$ cat src/s2sd_pkg.sv
// Shared constants and width helpers for the segment distance pipeline.
package s2sd_pkg;

    // Default coordinate width and result width
    localparam int COORD_BITS_DEF = 24;
    localparam int OUT_W          = 32;

    // Divisor width: squared segment length of COORD_BITS coordinates
    function automatic int f_den_w(input int coord_bits);
        return 2 * coord_bits + 2;
    endfunction

    // Quotient width: four times the largest squared distance
    function automatic int f_quo_w(input int coord_bits);
        return 2 * coord_bits + 4;
    endfunction

    // Integer square root width of the quotient
    function automatic int f_sqrt_w(input int coord_bits);
        return coord_bits + 2;
    endfunction

endpackage

$ cat src/s2sd_isqrt.sv
// Pipelined integer square root: one root bit per stage.
module s2sd_isqrt #(
    parameter int COORD_BITS = s2sd_pkg::COORD_BITS_DEF
) (
    input  logic                                      i_clk,
    input  logic                                      i_ce,
    input  logic [s2sd_pkg::f_quo_w(COORD_BITS)-1:0]  i_val,
    output logic [s2sd_pkg::f_sqrt_w(COORD_BITS)-1:0] o_root
);
    import s2sd_pkg::*;

    localparam int VAL_W = f_quo_w(COORD_BITS);
    localparam int SQ_W  = f_sqrt_w(COORD_BITS);
    localparam int REM_W = SQ_W + 2;

    logic [REM_W-1:0] r_rem  [SQ_W];
    logic [SQ_W-1:0]  r_root [SQ_W];
    logic [VAL_W-1:0] r_val  [SQ_W];

    genvar j;
    generate
        for (j = 0; j < SQ_W; j++) begin : g_stage
            logic [REM_W-1:0] w_rem_in;
            logic [SQ_W-1:0]  w_root_in;
            logic [VAL_W-1:0] w_val_in;
            logic [REM_W+1:0] w_r4;
            logic [REM_W+1:0] w_trial;
            logic [REM_W+2:0] w_diff;
            logic             w_ge;

            if (j == 0) begin : g_first
                assign w_rem_in  = '0;
                assign w_root_in = '0;
                assign w_val_in  = i_val;
            end else begin : g_next
                assign w_rem_in  = r_rem[j-1];
                assign w_root_in = r_root[j-1];
                assign w_val_in  = r_val[j-1];
            end

            // Bring down two bits, test against four times the root plus one
            assign w_r4    = {w_rem_in, w_val_in[VAL_W-1:VAL_W-2]};
            assign w_trial = {{(REM_W-SQ_W){1'b0}}, w_root_in, 2'b01};
            assign w_diff  = {1'b0, w_r4} - {1'b0, w_trial};
            assign w_ge    = ~w_diff[REM_W+2];

            always_ff @(posedge i_clk) begin
                if (i_ce) begin
                    r_rem[j]  <= w_ge ? w_diff[REM_W-1:0] : w_r4[REM_W-1:0];
                    r_root[j] <= {w_root_in[SQ_W-2:0], w_ge};
                    r_val[j]  <= {w_val_in[VAL_W-3:0], 2'b00};
                end
            end
        end
    endgenerate

    assign o_root = r_root[SQ_W-1];

endmodule
$ cat config.mk
export PLATFORM = sky130hd
export DESIGN_NAME = s2sd_isqrt
export DESIGN_NICKNAME = d
export VERILOG_FILES = /design/src/s2sd_pkg.sv /design/src/s2sd_isqrt.sv
export SDC_FILE = /design/constraint.sdc
export NUM_CORES = 2
export LEC_CHECK = 0
export ABC_AREA = 0
export BUFFER_PORTS_ARGS = -buffer_cell sky130_fd_sc_hd__buf_4
export CORE_AREA = 2 2 400 402
export DETAILED_ROUTE_END_ITERATION = 8
export DIE_AREA = 0 0 402 404
export GPL_ROUTABILITY_DRIVEN = 0
export SYNTH_ARGS = -nofsm -noshare
export SYNTH_HDL_FRONTEND = slang
export SYNTH_SLANG_ARGS = --single-unit
$ cat constraint.sdc
create_clock -name i_clk -period 8.2 [get_ports i_clk]
set_input_delay 1.64 -clock i_clk [delete_from_list [all_inputs] [get_ports i_clk]]
set_output_delay 1.64 -clock i_clk [all_outputs]
set_load 0.02 [all_outputs]
==> results.yml <==
layout:
  stdcell_count: 8115
  nets: 6310
  fill_cells: 13130
  drive_gt1_share_pct: 7.910
  n_antenna_cell: 0
  synthToLayoutAreaGrowth_pct: 11.97
  seqCellArea_sq_mm: 0.04964
  multi_input_area_sq_mm: 0.02374
setup_path:
  critPathMostFrequentCell: "nand3_1"
  critical-path-top-delay-family: "simple AND/OR/NAND/NOR gates"
  crit_buf_inv: 0
  cp_max_fo: 24
  critPathLaunchType: "register"
  rrSetupSlack_ns: 3.92
  cp_cell_sequence: "ha_1 -> nor2b_1 -> o2111ai_1 -> nand3_1 -> a41oi_1 -> or4_1 -> nand3_1 -> nor4b_1 -> nand3_1 -> xnor2_1"
  cp.arrival_ns: 4.84
  setup.worst_path.end_class: "register"
  max_stage_delay_ns: 0.86
  path_class: "register to register"
  critical_path.slowest_cell: "nor4b_1"
  critical_path_required_ns: 8.76
power_and_ir_drop:
  intPower_mw: 16.78
  p_per_area_mw_per_mm2: 270.6
  ir_drop_uv: 246.1
  clockPowerShare_pct: 34.3
  p_comb_share_pct: 16.8
  seq_power_share_pct: 48.8
  power_switching_mw: 6.077
  leakage_nw: 32.43
  swShare_pct: 26.58
  power_mw: 22.86
route:
  drt_iter0_markers: 3185
  dr.pass1.iters: 5
  via_per_inst: 5.366
  drcViolationCount: 0
  final_antenna_net_count: 0
  vias: 43550
  wl_microns: 137600
  wire_per_inst_microns: 16.96
floorplan:
  ios: 80
  dieArea_sq_mm: 0.1624
  rows: 146
  core_sq_mm: 0.1578
  die_h_microns: 404
  die_w_microns: 402
  start_util_pct: 47.81
yosys:
  yosys.area.top_type: "edfxtp_1"
  syn_area_per_cell_sq_um: 13.20
  synth_top_family_by_area: "simple AND/OR/NAND/NOR gates"
  synthSimpleGateAreaFrac_pct: 9.367
  syn-num-nets: 6121
  async_flop_share_pct: 0
  synth_area_sq_mm: 0.07546
  yosysSeqAreaShare_pct: 65.78
  synth_edf_count: 1653
  synth_compound_area_share_pct: 9.279
  syn_inst: 5717
  synth.top_cell.area_share_pct: 65.78
  yosys_warnings: 0
  synthAdderAreaFrac_pct: 5.803
  synth.top_cells.by_area: "edfxtp_1 (66%), ha_1 (5.8%), xor2_1 (3.4%), xnor2_1 (2.6%), inv_1 (2.3%)"
  synth_top_flop_cell: "edfxtp_1"
  muxShareOfSynthArea_pct: 0.9219
  synth-xor-area-share_pct: 5.989
  synth_cell_types: 85
  synth_seq_cells: 1653
timing:
  period_share_pct: 52.18
  fin_crit_ns: 4.279
  grt_setup_unrepaired: "false"
  worst_pin_slew_ns: 1.192
  finalSetupViolCount: 0
  finalClockSkew_ns: 0.05347
  slew_headroom_pct: 18.46
  finalHoldViolCount: 0
  max_freq_mhz: 233.7
  maxSlewViolCount: 0
  whs_ns: 0.3750
  fin_tns_setup_ns: 0
  setup_ws_ns: 3.921
clocking:
  cts_tree: "yes"
  clock-sinks: 1653
  cts_max_path_buffers: 3
  clk_latency_ns: 0.82
  cts.repair.resized: 0
  cts_buffers: 178
  post-cts-setup-buffers: 0
  h-tree-depth: 4
  path_clk_slew_ns: 0.06
  hold_buffers: 0
  cts_root_buffer: "clkbuf_16"
placed_design:
  port_buffers: 79
  dp_hpwl_microns: 95690
  placedCellCount: 7798
  preCtsSetupSlack_ns: 3.973
run_status:
  status: "complete, no violations"
run:
  maxCapViolations: 0
global_route:
  grt_usage_pct: 16.94
  grt_pass1_vias: 43370
  overflow: 0
  grt_max_degree: 180
  antenna_found_initial: 1
  grt_pass1_wl_microns: 221900
worst_hold_path:
  min_path_type: "register to register"
synthesized netlist by cell type (all sizes together) (77+ instances only):
library cell	number
nor2	358
xnor2	226
nand2b	80
inv	470
edfxtp	1653
nor3	144
xor2	290
nor4	77
a21oi	329
nand2	392
clkbuf	94
a21o	130
ha	350
o21ai	318
final timing paths:
| path | start | endpoint | depth (start not counted) |
|---|---|---|---|
| max | r_rem[0][280] | r_rem[0][329] | 10 |
| min | r_val[1][296] | r_val[1][348] | 0 |
| max reg2reg | r_rem[0][280] | r_rem[0][329] | 10 |
| min reg2reg | r_val[1][296] | r_val[1][348] | 0 |
layout make-up:
type | count | area share [%]
Multi-Input combinational cell | 3492 | 28.09
Sequential cell | 1653 | 58.75
Clock inverter | 104 | 1.388
Timing Repair Buffer | 110 | 1.134
Clock buffer | 213 | 5.478
Tap cell | 2072 | 3.068
Inverter | 471 | 2.092
cell usage in the layout, fill, tap and decap left out, drive strengths merged, types with 213 or more instances in the layout:
cell type,n
a21oi,329
clkbuf,213
edfxtp,1653
ha,350
inv,474
nand2,392
nor2,358
o21ai,318
xnor2,226
xor2,290
metrics by stage:
step                      area [sq um]  utilization [%]
after floorplan                  75460                -
after global placement           78690            49.86
after detailed placement         78690            49.86
after CTS                        84490            53.53
after global routing             84490            53.53
final                            84490            53.53
cells by family after synthesis:
family                     count (synthesis)
DFF                                     1653
buffers and inverters                    572
AOI/OAI and AO/OA                       1128
other                                      1
muxes                                     63
xor gates and xnor gates                 516
and+or+nand+nor                         1434
adders and majority gates                350
power by group through the flow:
| stage | clock network (mW) | registers [mW] | logic [mW] |
|---|---|---|---|
| 2_1_floorplan | 0 | 11.1 | 2.87 |
| 6_report | 7.85 | 11.2 | 3.85 |
| 4_1_cts | 8.11 | 11.2 | 3.85 |
| 3_3_place_gp | 0 | 11.3 | 3.74 |
| 3_5_place_dp | 0 | 11.3 | 3.82 |
| 5_1_grt | 8.43 | 11.3 | 4.31 |
sequential cells by signal, indices dropped and copies added (netlist names):
signal	count
r_root	351
r_rem	652
r_val	650
routing by layer:
metal / wire length, microns / vias up / track usage, %
met4: 5169 / 2 / 7.354
met5: 14 / - / 0
li1: - / 21500 / -
met1: 57380 / 20920 / 20.23
met2: 69910 / 844 / 30.16
met3: 5163 / 280 / 2.782
No activity file was read; power rests on OpenSTA's default activity.
